$ cat config.mk
export PLATFORM = sky130hd
export DESIGN_NAME = hids_fnv
export DESIGN_NICKNAME = d
export VERILOG_FILES = /design/src/sv/hids_pkg.sv /design/src/sv/hids_fnv.sv
export SDC_FILE = /design/constraint.sdc
export NUM_CORES = 1
export LEC_CHECK = 0
export BUFFER_PORTS_ARGS = -buffer_cell sky130_fd_sc_hd__buf_2
export CAP_MARGIN = 20
export CORE_MARGIN = 2
export CORE_UTILIZATION = 50
export DETAILED_ROUTE_END_ITERATION = 6
export MAX_ROUTING_LAYER = met4
export PLACE_DENSITY = 0.79
export SLEW_MARGIN = 20
export SYNTH_ARGS = -nofsm -noshare
export SYNTH_HDL_FRONTEND = slang
export SYNTH_SLANG_ARGS = --single-unit
$ cat constraint.sdc
create_clock -name vclk -period 6.65
set_clock_uncertainty 0.05 [all_clocks]
set_input_delay 0.3325 -clock vclk [all_inputs]
set_output_delay 0.3325 -clock vclk [all_outputs]
set_load 0.03 [all_outputs]
$ cat src/sv/hids_pkg.sv
// ----------------------------------------------------------------------------
// hids_pkg
// Types and constants shared by the ID hash stack modules.
// ----------------------------------------------------------------------------
package hids_pkg;

	typedef logic [63:0] id_t;

	// item kinds
	localparam logic [1:0] KIND_FRAME = 2'd0;
	localparam logic [1:0] KIND_PUSH  = 2'd1;
	localparam logic [1:0] KIND_BYTE  = 2'd2;
	localparam logic [1:0] KIND_POP   = 2'd3;

	localparam id_t FNV_BASIS  = 64'hCBF2_9CE4_8422_2325;
	localparam id_t MIX_GOLDEN = 64'h0000_0000_9E37_79B9;

	typedef struct packed {
		logic [1:0] kind;
		logic [63:0] value;
		logic [7:0] byte_value;
		logic last_byte;
	} req_t;

	typedef struct packed {
		logic [63:0] top_id;
		logic [6:0] stack_depth;
		logic overflow;
	} rsp_t;

endpackage

$ cat src/sv/hids_fnv.sv
// ----------------------------------------------------------------------------
// hids_fnv
// FNV-1a prime multiply, modulo 2^64, as a shift-add over the prime's bits.
// ----------------------------------------------------------------------------
module hids_fnv (
	input hids_pkg::id_t h,
	output hids_pkg::id_t p
);

	// prime = 2^40 + 2^8 + 2^7 + 2^5 + 2^4 + 2^1 + 1
	assign p = {h[23:0], 40'b0} + {h[55:0], 8'b0} + {h[56:0], 7'b0}
		+ {h[58:0], 5'b0} + {h[59:0], 4'b0} + {h[62:0], 1'b0} + h;

endmodule

# Word level (Yosys, flattened, before mapping)
# Index checks and enable logic that the tools add are counted.
# op_classes
addsub,6
# ops
op,n
adder 64 bit,6
# totals
out_inout_bits,64
elab_cells,6
ff_bits,0
inputBits,64

# Longest topological paths before layout
# depth
ltp_word,6
ltp_mapped,19
ltp_nobuf,18

# Least setup slack after synthesis
# OpenSTA, ideal clock, no wires.
# synth_path
path_kind,in2out
startpoint,input port h[6]
endpoint,output port p[63]
path_buffers,0
required_ns,6.267
path_stages,17
arrival_ns,5.091
slack_ns,1.176
cell_sequence,inv_1 fa_1 inv_1 fa_1 fa_1 inv_1 fa_1 inv_1 ha_1 a21o_1 a211o_1 a211oi_1 o21ai_1 a221oi_2 o21ai_1 and3_1 a311oi_1
# synth_via
elab_chain_len,6
# synth_lines
element,line,rtl
start: declaration,hids_fnv.sv:6,"input hids_pkg::id_t h,"
adder 64 bit (2 in a row),hids_fnv.sv:11,"assign p = {h[23:0], 40'b0} + {h[55:0], 8'b0} + {h[56:0], 7'b0}"
adder 64 bit (3 in a row),hids_fnv.sv:12,"+ {h[58:0], 5'b0} + {h[59:0], 4'b0} + {h[62:0], 1'b0} + h;"
adder 64 bit *,hids_fnv.sv:12,
end: declaration,hids_fnv.sv:7,output hids_pkg::id_t p
# Every way passes the cells marked *; elsewhere a longest branch is shown, timed or not.

# Worst setup path in the final report
# layout_path
startpoint,input port h[0]
endpoint,output port p[63]
# The elaborated chain is that of the path after synthesis.

==> impl_metrics.toml <==
[global_routing]
first_global_vias = 8682
grt_max_degree = 10
antenna_found_initial = 1
gr-total-overflow = 0
grt_pass1_wl_um = 41500
grt_util_all_layers_pct = 23.7

[synth]
synth_top_area_share_pct = 47.2
synthMostInstantiatedCell = "inv_1"
synthTopCellsByArea = "fa_1 (47%), inv_1 (16%), ha_1 (12%)"
postSynthAreaPerCell_um2 = 8.75
synth_top_area_cell = "fa_1"
synth_nets = 1638
netlist_area_mm2 = 0.0106
synth_seq_area_share_pct = 0
synth_cell_types = 56
yosysWarnings = 0
synth_cells = 1217
synthTopCellsByCount = "inv_1 (441), fa_1 (251), ha_1 (106), a21oi_1 (55), nand2_1 (41)"

[floorplanning]
die_area_mm2 = 0.0225
die_x_um = 150
start_util_pct = 50.8
die-height_um = 150
io_pins = 128
row_count = 53
core_mm2 = 0.0210

[route]
drc = 0
wl_per_cell_um = 15.3
drtIter0Drc = 480
wirelength_um = 24600
viasPerCell = 5.12
antenna_left = 0
dr.pass1.iters = 5
dr_total_vias = 8225

[clock_tree]
post_cts_buffers = 0
ctsHoldBuffers = 0
cts_resized = 0

[timing]
finalHoldViolCount = 0
hold_ws_ps = 929
tns_ps = 0
relSlewSlack_pct = 62.3
finalCritPeriodShare_pct = 87.6
rsz0062_at_grt = "no"
max_freq_ghz = 0.172
min_period_ps = 5830
worst_pin_slew_ps = 565
slew_viol_final = 0
finalSetupViolCount = 0

[run_status]
status = "finished, final reports clean"

[final_layout]
layout.nets = 1754
utilization_pct = 55.2
drive_above_1_share_pct = 10.5
seq_cell_count = 0
area_growth_syn_to_layout_pct = 8.69
clock_buffers = 0
fin_area_mm2 = 0.0116
regArea_um2 = 0

[worst_setup_path]
timing.critical_path.buf_inv = 6
cp-end-kind = "primary output"
crit_arrival_ps = 5440
crit_fanout = 4
worstSetupPathType = "primary input to primary output"
crit_family = "adder cells"
crit_chain = "buf_2 > inv_1 > fa_1 > inv_1 > fa_1 > inv_1 > fa_1 > inv_1 > ha_1 > ha_1 > or2_2 > o21ai_0 > o211a_1 > nand2b_1 > a21oi_1 > nor3_2 > o21ai_1 > and3_1 > a311oi_1 > buf_2"
critPathMostFrequentCell = "inv_1"
slowest_stage = "fa_1"
start_kind = "primary input"
required_ps = 6270
slowest_delay_ps = 560

[worst_hold_path]
min_path_cells = 2
min_to = "p[0]"
worstHoldStart = "h[0]"
hp-class = "primary input to primary output"

[flow_run]
cap_violations = 0

[placement]
placed_area_mm2 = 0.0116
io_buffers = 128
hpwl_um = 22600
gp_congestion = 0.977
[metal layers]
layer | GRT usage (%) | routed length [um] | vias up
met5 | - | 0 | -
met4 | 2.64 | 272 | 0
met3 | 2.35 | 1290 | 12
met2 | 39.7 | 12300 | 241
met1 | 32.5 | 10800 | 4083
li1 | - | - | 3889
[metrics by stage]
stage	setup WS, ps	instances
2_1_floorplan	1180	1217
3_3_place_gp	900	1606
3_5_place_dp	832	1606
4_1_cts	808	1606
5_1_grt	485	1607
6_report	825	1607
[worst max path at each step]
stage	startpoint	end	slack (ps)	depth (start not counted)
CTS	h[10]	p[62]	810	19
global placement	h[0]	p[63]	900	20
detailed placement	h[6]	p[61]	830	20
floorplan	h[6]	p[63]	1180	17
global route	h[6]	p[61]	490	20
finish	h[0]	p[63]	820	20
[cells in the final DEF (no fill, tap or decap), drive strengths merged, types with 2 or more instances in the layout]
cell / n
a21boi: 2
nor2: 32
a21o: 31
o31ai: 5
nor3: 9
inv: 441
o31a: 2
a211oi: 3
xor2: 26
a221oi: 2
nand3: 11
a31oi: 13
a211o: 5
ha: 106
nand2b: 5
nand2: 41
or4: 2
nand4: 13
o21bai: 5
or2: 3
nor4: 3
o211a: 2
xnor2: 39
o21a: 8
buf: 128
fa: 251
o21ai: 38
o211ai: 6
nor2b: 10
and4: 5
or3: 6
a311oi: 2
and3: 9
a21oi: 56
[cell families (layout without fill, tap and decap cells)]
group / after synthesis / in the layout / share of synthesized area [%]
AND/OR/NAND/NOR: 151 / 151 / 7.12
adder cells (fa/ha/maj): 357 / 357 / 59.7
XOR/XNOR: 65 / 65 / 5.35
buffers and inverters: 455 / 569 / 16.1
AO/OA/AOI/OAI: 189 / 189 / 11.7
other: 0 / 1 / 0
[final cells by class]
| cell class | count | area, um2 |
|---|---|---|
| Fill cell | 1913 | 9390 |
| Multi-Input combinational cell | 762 | 8930 |
| Inverter | 441 | 1660 |
| Timing Repair Buffer | 128 | 641 |
| Tap cell | 275 | 344 |
| Antenna cell | 1 | 2.50 |
