File: config.mk
export PLATFORM = sky130hd
export DESIGN_NAME = hids_mix
export DESIGN_NICKNAME = d
export VERILOG_FILES = /design/src/sv/hids_pkg.sv /design/src/sv/hids_mix.sv
export SDC_FILE = /design/constraint.sdc
export NUM_CORES = 1
export LEC_CHECK = 0
export BUFFER_PORTS_ARGS = -buffer_cell sky130_fd_sc_hd__buf_2
export CORE_MARGIN = 1.5
export CORE_UTILIZATION = 40
export DETAILED_ROUTE_END_ITERATION = 6
export PLACE_DENSITY = 0.72
export SETUP_SLACK_MARGIN = 0.5
export SLEW_MARGIN = 20
export SYNTH_ARGS = -nofsm -noshare
export SYNTH_HDL_FRONTEND = slang
export SYNTH_SLANG_ARGS = --single-unit
File: constraint.sdc
create_clock -name vclk -period 10.7
set_input_delay 1.07 -clock vclk [all_inputs]
set_output_delay 1.07 -clock vclk [all_outputs]
set_load 0.02 [all_outputs]
File: src/sv/hids_pkg.sv
// ----------------------------------------------------------------------------
// hids_pkg
// Types and constants shared by the ID hash stack modules.
// ----------------------------------------------------------------------------
package hids_pkg;

	typedef logic [63:0] id_t;

	// item kinds
	localparam logic [1:0] KIND_FRAME = 2'd0;
	localparam logic [1:0] KIND_PUSH  = 2'd1;
	localparam logic [1:0] KIND_BYTE  = 2'd2;
	localparam logic [1:0] KIND_POP   = 2'd3;

	localparam id_t FNV_BASIS  = 64'hCBF2_9CE4_8422_2325;
	localparam id_t MIX_GOLDEN = 64'h0000_0000_9E37_79B9;

	typedef struct packed {
		logic [1:0] kind;
		logic [63:0] value;
		logic [7:0] byte_value;
		logic last_byte;
	} req_t;

	typedef struct packed {
		logic [63:0] top_id;
		logic [6:0] stack_depth;
		logic overflow;
	} rsp_t;

endpackage

File: src/sv/hids_mix.sv
// ----------------------------------------------------------------------------
// hids_mix
// Push value selection: raw value on an empty stack, else combine(top, value).
// ----------------------------------------------------------------------------
module hids_mix (
	input hids_pkg::id_t parent,
	input hids_pkg::id_t child,
	input logic empty,
	output hids_pkg::id_t result
);

	hids_pkg::id_t sum;

	// four-operand add, all modulo 2^64
	assign sum = child + hids_pkg::MIX_GOLDEN + {parent[57:0], 6'b0} + {2'b0, parent[63:2]};
	assign result = empty ? child : (parent ^ sum);

endmodule

# Yosys cells after proc, flatten, opt, wreduce, memory -nomap -nowiden
# Cells that the tools add are included.
op_classes:
  n_addsub: 3
  mux: 1
  bitwise: 1
op_table:
  columns: ["operator", "count"]
  rows:
  - ["$add 64x32->64 const B", 1]
  - ["$add 64x62->64", 1]
  - ["$add 64x64->64", 1]
  - ["$mux 64", 1]
  - ["$xor 64x64->64", 1]
totals:
  out_inout_bits: 64
  inputBits: 129
  wordCells: 5
  ff_bits: 0

# Longest topological paths before layout
depth:
  ltp_word: 5
  ltp_mapped: 16
  depth_no_buf: 16

# Least setup slack after synthesis
# OpenSTA, ideal clock, no wires.
synth_path:
  kind: "in2out"
  startpoint: "input parent[18]"
  endpoint: "output result[47]"
  setup_slack_ps: 5328
  stages: 14
  required_ps: 9630
  n_path_buf: 0
  t_arrival_ps: 4302
  path_cell_list: "inv_1 > fa_1 > inv_1 > fa_1 > ha_1 > and4_4 > nand3_2 > or3_1 > a41oi_2 > nor2_2 > a2111oi_4 > o21ai_1 > mux2i_1 > a311o_1"
synth_via:
  elab_chain_cells: 4
synth_rtl:
  columns: ["item", "line_no", "rtl"]
  rows:
  - ["start, declared", "hids_mix.sv:6", "input hids_pkg::id_t parent,"]
  - ["$add 64x64->64", "hids_mix.sv:15", "assign sum = child + hids_pkg::MIX_GOLDEN + {parent[57:0], 6'b0} + {2'b0, parent[63:2]};"]
  - ["$add 64x62->64 *", "hids_mix.sv:15", null]
  - ["$xor 64x64->64 *", "hids_mix.sv:16", "assign result = empty ? child : (parent ^ sum);"]
  - ["$mux 64 *", "hids_mix.sv:16", null]
  - ["end, declared", "hids_mix.sv:9", "output hids_pkg::id_t result"]
# Mark *: on every way between the ends. The rest lies on a longest branch, timed or not.

# Worst setup path in the final report
layout_path:
  startpoint: "input parent[27]"
  endpoint: "output result[63]"
# The elaborated chain is that of the path after synthesis.

==> run metrics <==
status finished clean; DR top layer met4; metal2 WL 11.0 mm; buffer count from post-CTS setup fixing 0; antenna violations before repair 5; DRC 0; fraction of layout cells with a size suffix above 1 17.8%; chip width 142 um; Rel. slew slack 57.9%; Synth Instances 1,060; routed wire length 24.0 mm; initial DRC count 594; dpl hpwl 21.3 mm; HP Class in -> out; PwrDens 141 nW/um^2; Max VDD drop 0.0000680 V; TritonRoute pass-1 iters 5; # IOs 193; CORE AREA 18,800 um^2; Fill cells 1,933; met1 WL 11.4 mm; Port Buffers 193; CP Data Required Time 9.63 ns; Yosys warnings 0; largest net degree at the start of global routing 48; leakage power 4.75 nW; max_cap viols 0; antenna violation net count after detailed routing 0; vias in the first global route 7,551; grt ovf 0; register area share after synthesis 0%; Nets 1,546; DIE AREA 20,000 um^2; WL per Instance 16.4 um; layout overhead on the synthesized area 15.2%; Initial Util 40.9%; crit-path max FO 6; total track usage 23.8%; CTS resizes 0; fin crit share 56.7%; top cells by area, synth ha_1 (21%), fa_1 (15%), inv_1 (9.7%); Clock Buffer Count 0; final hold vios 0; post-synthesis net count 1,376; RSZ-0062 raised after global routing false; Max Freq 0.165 GHz; # setup viols final 0; routed length on met3 1.02 mm; post-DR vias/cell 5.29; DR vias 7,754; Pins Over Slew Limit 0; clock period minus worst slack 6.06 ns; Avg Cell Area, Syn 7.24 um^2; Seq cells 0; area fraction of the dominant cell type after synthesis 21.2%; CTS Hold Bufs 0; Mapped Area 7670 um^2; global placement routability congestion 0.918; row cnt 50; Synth area leader ha_1; CP Class in -> out; first-pass GRT wire length 38.4 mm; nature of the critical path endpoint output port; worst hold-check slack 2.43 ns; register area 0 um^2; die span in y 142 um; WP data arrival 4.99 ns; Distinct cells, synth 61; Slew @ Worst Pin 0.623 ns; startpoint type of the worst setup path primary input; final setup TNS 0 ns
## through the flow
step / cells / worst slack [ns] / power [W] / area (um^2) / util (%)
floorplan: 1060 / 5.33 / 0.000921 / 7670 / -
global placement: 1462 / 4.71 / 0.00123 / 8830 / 47.1
detailed placement: 1462 / 4.70 / 0.00124 / 8830 / 47.1
CTS: 1462 / 4.70 / 0.00124 / 8830 / 47.1
global route: 1466 / 4.43 / 0.00138 / 8840 / 47.1
finish: 1466 / 4.64 / 0.00125 / 8840 / 47.1
## synthesized netlist by cell type, drive strengths merged (12+ instances only)
cell type and instances:
a21o 32, a31oi 18, inv 199, nor2 73
o21bai 13, xor2 31, ha 130, fa 57
xnor2 81, clkbuf 24, o21ai 61, mux2i 15
and3 12, nand2 66, a21oi 105, nand4 16
nand3 16
## cells in the final DEF (no fill, tap or decap), drive strengths merged, types with 18 or more instances in the layout
| cell | count |
|---|---|
| inv | 199 |
| buf | 196 |
| ha | 130 |
| a21oi | 105 |
| xnor2 | 81 |
| nor2 | 73 |
| nand2 | 66 |
| o21ai | 61 |
| fa | 57 |
| a21o | 32 |
| xor2 | 31 |
| a31oi | 18 |
## report_power, final
part	total [W]	switching, W	internal (W)
Clock	0.0000000000501	0	0.0000000000500
Sequential	0	0	0
Combinational	0.00125	0.000753	0.000497
Total	0.00125	0.000753	0.000497
## cells by family after synthesis
logic type / Yosys count / synth area share [%]
AOI/OAI and AO/OA: 273 / 21.9
and+or+nand+nor: 236 / 14.5
buffers and inverters: 227 / 11.3
adders and majority gates: 187 / 36.1
xor gates and xnor gates: 112 / 12.8
muxes: 25 / 3.42
## worst paths after layout
check | from | depth (start not counted) | slack [ns] | endpoint
worst max-delay path | parent[27] | 16 | 4.64 | result[63]
worst min-delay path | child[63] | 3 | 2.43 | result[63]
## routing by layer
layer / vias to the layer above / GRT usage [%]
met4: 0 / 4.94
met5: - / 0
met2: 215 / 41.0
met1: 3589 / 33.1
li1: 3922 / -
met3: 28 / 1.18
## final cells by class
class                           instances  area, um^2  area share, %
Inverter                              199         747           8.45
Tap cell                              234         293           3.31
Antenna cell                            4        10.0          0.113
Multi-Input combinational cell        833        6800           76.9
Timing Repair Buffer                  196         988           11.2
## worst max-delay path, stage by stage
cell	delay [ns]
buf_2	0.10
inv_1	0.09
fa_1	0.54
inv_1	0.04
ha_1	0.28
ha_1	0.41
nand2_1	0.18
o21ai_0	0.50
a31oi_1	0.19
o21ai_0	0.33
a21oi_1	0.19
o31ai_1	0.33
a21oi_1	0.11
mux2i_1	0.31
xnor2_1	0.15
buf_2	0.17
Power figures use the tool's default switching activity.
