<file path="config.mk">
export PLATFORM = sky130hd
export DESIGN_NAME = hids_ram
export DESIGN_NICKNAME = d
export VERILOG_FILES = /design/src/sv/hids_pkg.sv /design/src/sv/hids_ram.sv
export SDC_FILE = /design/constraint.sdc
export NUM_CORES = 2
export LEC_CHECK = 0
export BUFFER_PORTS_ARGS = -buffer_cell sky130_fd_sc_hd__buf_2
export CAP_MARGIN = 20
export CORE_ASPECT_RATIO = 0.6
export CORE_MARGIN = 2
export CORE_UTILIZATION = 60
export DETAILED_ROUTE_END_ITERATION = 6
export PLACE_DENSITY = 0.76
export SETUP_SLACK_MARGIN = 0.2
export SLEW_MARGIN = 20
export SYNTH_ARGS = -nofsm -noshare
export SYNTH_HDL_FRONTEND = slang
export SYNTH_SLANG_ARGS = --single-unit
export TNS_END_PERCENT = 10
</file>
<file path="constraint.sdc">
create_clock -name clk -period 8.1 [get_ports clk]
set_input_delay 0.405 -clock clk [delete_from_list [all_inputs] [get_ports clk]]
set_output_delay 0.405 -clock clk [all_outputs]
set_load 0.02 [all_outputs]
</file>
<file path="src/sv/hids_pkg.sv">
// ----------------------------------------------------------------------------
// hids_pkg
// Types and constants shared by the ID hash stack modules.
// ----------------------------------------------------------------------------
package hids_pkg;

	typedef logic [63:0] id_t;

	// item kinds
	localparam logic [1:0] KIND_FRAME = 2'd0;
	localparam logic [1:0] KIND_PUSH  = 2'd1;
	localparam logic [1:0] KIND_BYTE  = 2'd2;
	localparam logic [1:0] KIND_POP   = 2'd3;

	localparam id_t FNV_BASIS  = 64'hCBF2_9CE4_8422_2325;
	localparam id_t MIX_GOLDEN = 64'h0000_0000_9E37_79B9;

	typedef struct packed {
		logic [1:0] kind;
		logic [63:0] value;
		logic [7:0] byte_value;
		logic last_byte;
	} req_t;

	typedef struct packed {
		logic [63:0] top_id;
		logic [6:0] stack_depth;
		logic overflow;
	} rsp_t;

endpackage

</file>
<file path="src/sv/hids_ram.sv">
// ----------------------------------------------------------------------------
// hids_ram
// Single-port-write, single-port-read ID store with registered read data.
// ----------------------------------------------------------------------------
module hids_ram #(
	parameter int DEPTH = 64,
	parameter int AW = 6
) (
	input logic clk,
	input logic we,
	input logic [AW-1:0] waddr,
	input hids_pkg::id_t wdata,
	input logic re,
	input logic [AW-1:0] raddr,
	output hids_pkg::id_t rdata
);

	hids_pkg::id_t mem [DEPTH];

	always_ff @(posedge clk) begin
		if (we) begin
			mem[waddr] <= wdata;
		end
	end

	always_ff @(posedge clk) begin
		if (re) begin
			rdata <= mem[raddr];
		end
	end

endmodule

</file>
# == After elaboration in Yosys (flattened, before gate mapping) ==
# Memories as Yosys holds them, arrays and structs flattened. A register that Yosys moved wholly into a read port is not among the register bits.
# Cells that the tools add are included.
# word_totals
mem_count,1
register_bits,0
wordCells,3
inputBits,79
mem_bits_rw,4096
# mem_list
memory,words,word_bits,read_ports,rd_ports_with_merged_regs,write_ports,line,source
mem,64,64,1,1,1,hids_ram.sv:18,hids_pkg::id_t mem [DEPTH];
# classes
n_mux,2
# ops
cell,count
2-to-1 mux 1 bit,2

# == Longest topological paths before layout ==
# logic_depth
ltp_word,2
mapped_depth,9
ltp_nobuf,5

# == Least setup slack after synthesis ==
# Ideal clock, no wire load.
# synth_path
kind,input port to flip-flop
start,input port waddr[3]
end,"memory mem[48][0] (netlist bit), enable pin"
required_time_ps,7536
path_buffers,1
arrival_time_ps,5277
path_stages,4
path_slack_ps,2259
setup_ps,564
cell_sequence,clkbuf_1 -> nor2b_1 -> nand4b_1 -> nor3_1
# synth_rtl
item,line,source
from (decl),hids_ram.sv:11,"input logic [AW-1:0] waddr,"
to (decl),hids_ram.sv:18,
# Straight into the memory's write port.

# == Final worst setup path ==
# layout_path
start,input port we
end,"memory mem[38][53] (netlist bit), enable pin"
# layout_via
elab_chain_len,2
# layout_lines
item,line,source
from (decl),hids_ram.sv:10,"input logic we,"
2-to-1 mux 1 bit,hids_ram.sv:21,if (we) begin
2-to-1 mux 1 bit (implied by the code),hids_ram.sv:22,mem[waddr] <= wdata;
# Every way passes these cells.

==> reports/summary.txt <==
Number of max-cap violations: 0
Type of origin of the critical path: primary input
DRT antenna net count: 0
Length of routed met2 wiring: 190 mm
Final TNS setup: 0 ns
Maximum achievable frequency: 297 MHz
Crit Path Category: primary input to flop
CTS HTree Levels: 5
Result of the run: complete, but fails checks
Post-synthesis instance total: 6598
Register bit total from synthesis: 4160
Postcts setup bufs: 0
Detailed-placement wirelength estimate: 220 mm
Clk root buf: clkbuf_16
Placement row count: 145
Distinct cell type count of the synthesized netlist: 32
Starting density of the core: 0.603
Skew final: 0.0494 ns
Most frequent cells in the layout: edfxtp_1, mux4_2, clkbuf_16
Max-slew violation count: 0
Combinational fraction of design power: 0.048
Clock latency on the worst-skew pair: 0.92 ns
I/O Pins: 143
CTS tree: done
Yosys warnings: 0
Peak fanout along the critical path: 23
Clock tree buffer depth: 4
First-pass iteration count of the detailed router: 7
Routability congestion estimate: 0.824
Required time of the worst setup path: 8.62 ns
Reported net switching power: 9.08 mW
Floorplan Core Area: 260000 um^2
Area enclosed by the die boundary: 266000 um^2
Vias: 78400
Pwr Density: 247 nW/um^2
Met1 layer wirelength in the final routing: 158 mm
Top routing layer used: met5
Syn Area/Cell: 23.8 um^2
RSZ-0062 raised after global routing: no
CTS clk-pin slew, worst paths: 0.07 ns
Static leakage: 54.0 nW
Total chip power: 43.1 mW
Share of power burned in registers: 0.557
Cts-stage hold buffer count: 1
Crit end category: flop
Share of the clock period used by the worst path after layout: 0.415
Global-route wire length before repair: 607 mm
Number of gates given a new drive strength after cts: 0
Final hold violation count: 0
Final-layout fill cell count: 15400
GRT overflow: 0
Worst min-delay path class: primary input to flop
Min cycle time layout: 3.36 ns
Number of synthesized flops with an enable pin: 4160
Worst Path Arrival: 3.88 ns
Part of the Yosys area used for sequential elements: 0.796
Number of design rule violations left after detail routing: 2
Most common cell after layout, fill and taps aside: edfxtp_1
Violations in the final reports: DRC
Vias in the first global route: 76900
Switching share of power: 0.211
Async set or reset register ratio after synthesis: 0
Placed Area: 163000 um^2
# placed instances: 10000
NumNets Final: 7013
Design internal power: 34.0 mW
Clock share of power: 0.395
Sum of met3 wire segment lengths after detailed routing: 71.1 mm
Tightest Pin Transition: 1.24 ns
Clk sink count: 4160
IO buf count: 142
Worst vdd rail ir drop: 288 uV
Overall routed net length: 438 mm
Total Routing Usage GR: 0.331
Summed area of non-filler cells in the final layout: 174000 um^2
Pin count of the biggest net entering global routing: 118
DIE HEIGHT: 400 um
DR vias/cell: 7.35
Number of buffers created by CTS: 358
Share of final-layout standard cells stronger than drive strength 1: 0.272
Worst relative slew slack: 0.174
Leading register cell type out of synthesis: edfxtp_1
Count of placed standard cells in the final layout, fillers left out: 10700
Combined area of all synthesized cells: 157000 um^2
Overall die width: 664 um
Antenna violations before repair: 35
Average wire per standard cell: 41.0 um
Synthesized netlist net count: 6677
Core Util, Final: 0.670
Synthesis-to-finish area growth: 11.1%
Setup violations, final: 0
Starting DRT DRC Count: 14300
logic make-up after synthesis:
| group | Yosys count | synth area share |
|---|---|---|
| DFF | 4160 | 0.796 |
| muxes | 1159 | 0.156 |
| and+or+nand+nor | 386 | 0.0123 |
| AOI/OAI and AO/OA | 504 | 0.0247 |
| buffers and inverters | 389 | 0.0118 |
path summary, 6_finish.rpt:
check / cells after the start / slack, ns / end / startpoint
setup / recovery: 6 / 4.74 / mem[38][53] / we
setup reg to reg: 5 / 5.86 / rdata[24] / mem[46][24]
hold / removal: 1 / 0.03 / mem[31][23] / wdata[23]
hold reg to reg: 4 / 0.94 / rdata[2] / mem[39][2]
stage by stage:
step,hold WS [ns],setup slack [ns]
2_1_floorplan,0.504,2.26
3_3_place_gp,0.640,3.73
3_5_place_dp,0.644,3.92
4_1_cts,0.170,4.85
5_1_grt,0.0484,4.69
6_report,0.0263,4.74
power by group through the flow:
stage	logic (mW)	clock network, mW	registers, mW
global placement	1.96	0	24.4
finish	2.07	17.0	24.0
floorplan	1.11	0	24.4
CTS	2.04	17.1	24.0
global route	2.16	17.9	24.0
detailed placement	2.01	0	24.4
layout make-up:
class	instances	area [um^2]	share of cell area
clock inverter	199	1920	0.0110
inverter	19	71.3	0.000409
multi-input combinational	2049	30800	0.177
tap	3454	4320	0.0248
sequential	4160	125000	0.717
antenna	14	35.0	0.000201
clock buffer	431	9380	0.0538
timing repair buffer	346	2910	0.0167
critical path, cell delays in order:
cell and delay, ns:
buf_2 0.17, nor2b_1 0.30, nand3_1 0.59, nor2_4 1.03
buf_4 0.70, buf_4 0.62
sequential cells by signal (all words and copies together), names as in the netlist:
signal,count
mem,4096
rdata,64
Yosys cell counts (58+ instances only):
master	number	area, um^2
a22oi_1	168	1260
mux4_2	1024	23100
nand2_1	58	218
clkbuf_1	140	526
o22ai_1	83	519
mux2i_1	135	1350
nor2_1	112	420
buf_2	170	851
a22o_1	88	771
edfxtp_1	4160	125000
a211oi_1	63	473
and3_1	64	400
metal layers:
layer  vias up  track usage
met3      1016        0.102
met4        28        0.120
met2      6987        0.465
met5         -            0
li1      29200            -
met1     41200        0.500
Power figures use the tool's default switching activity.
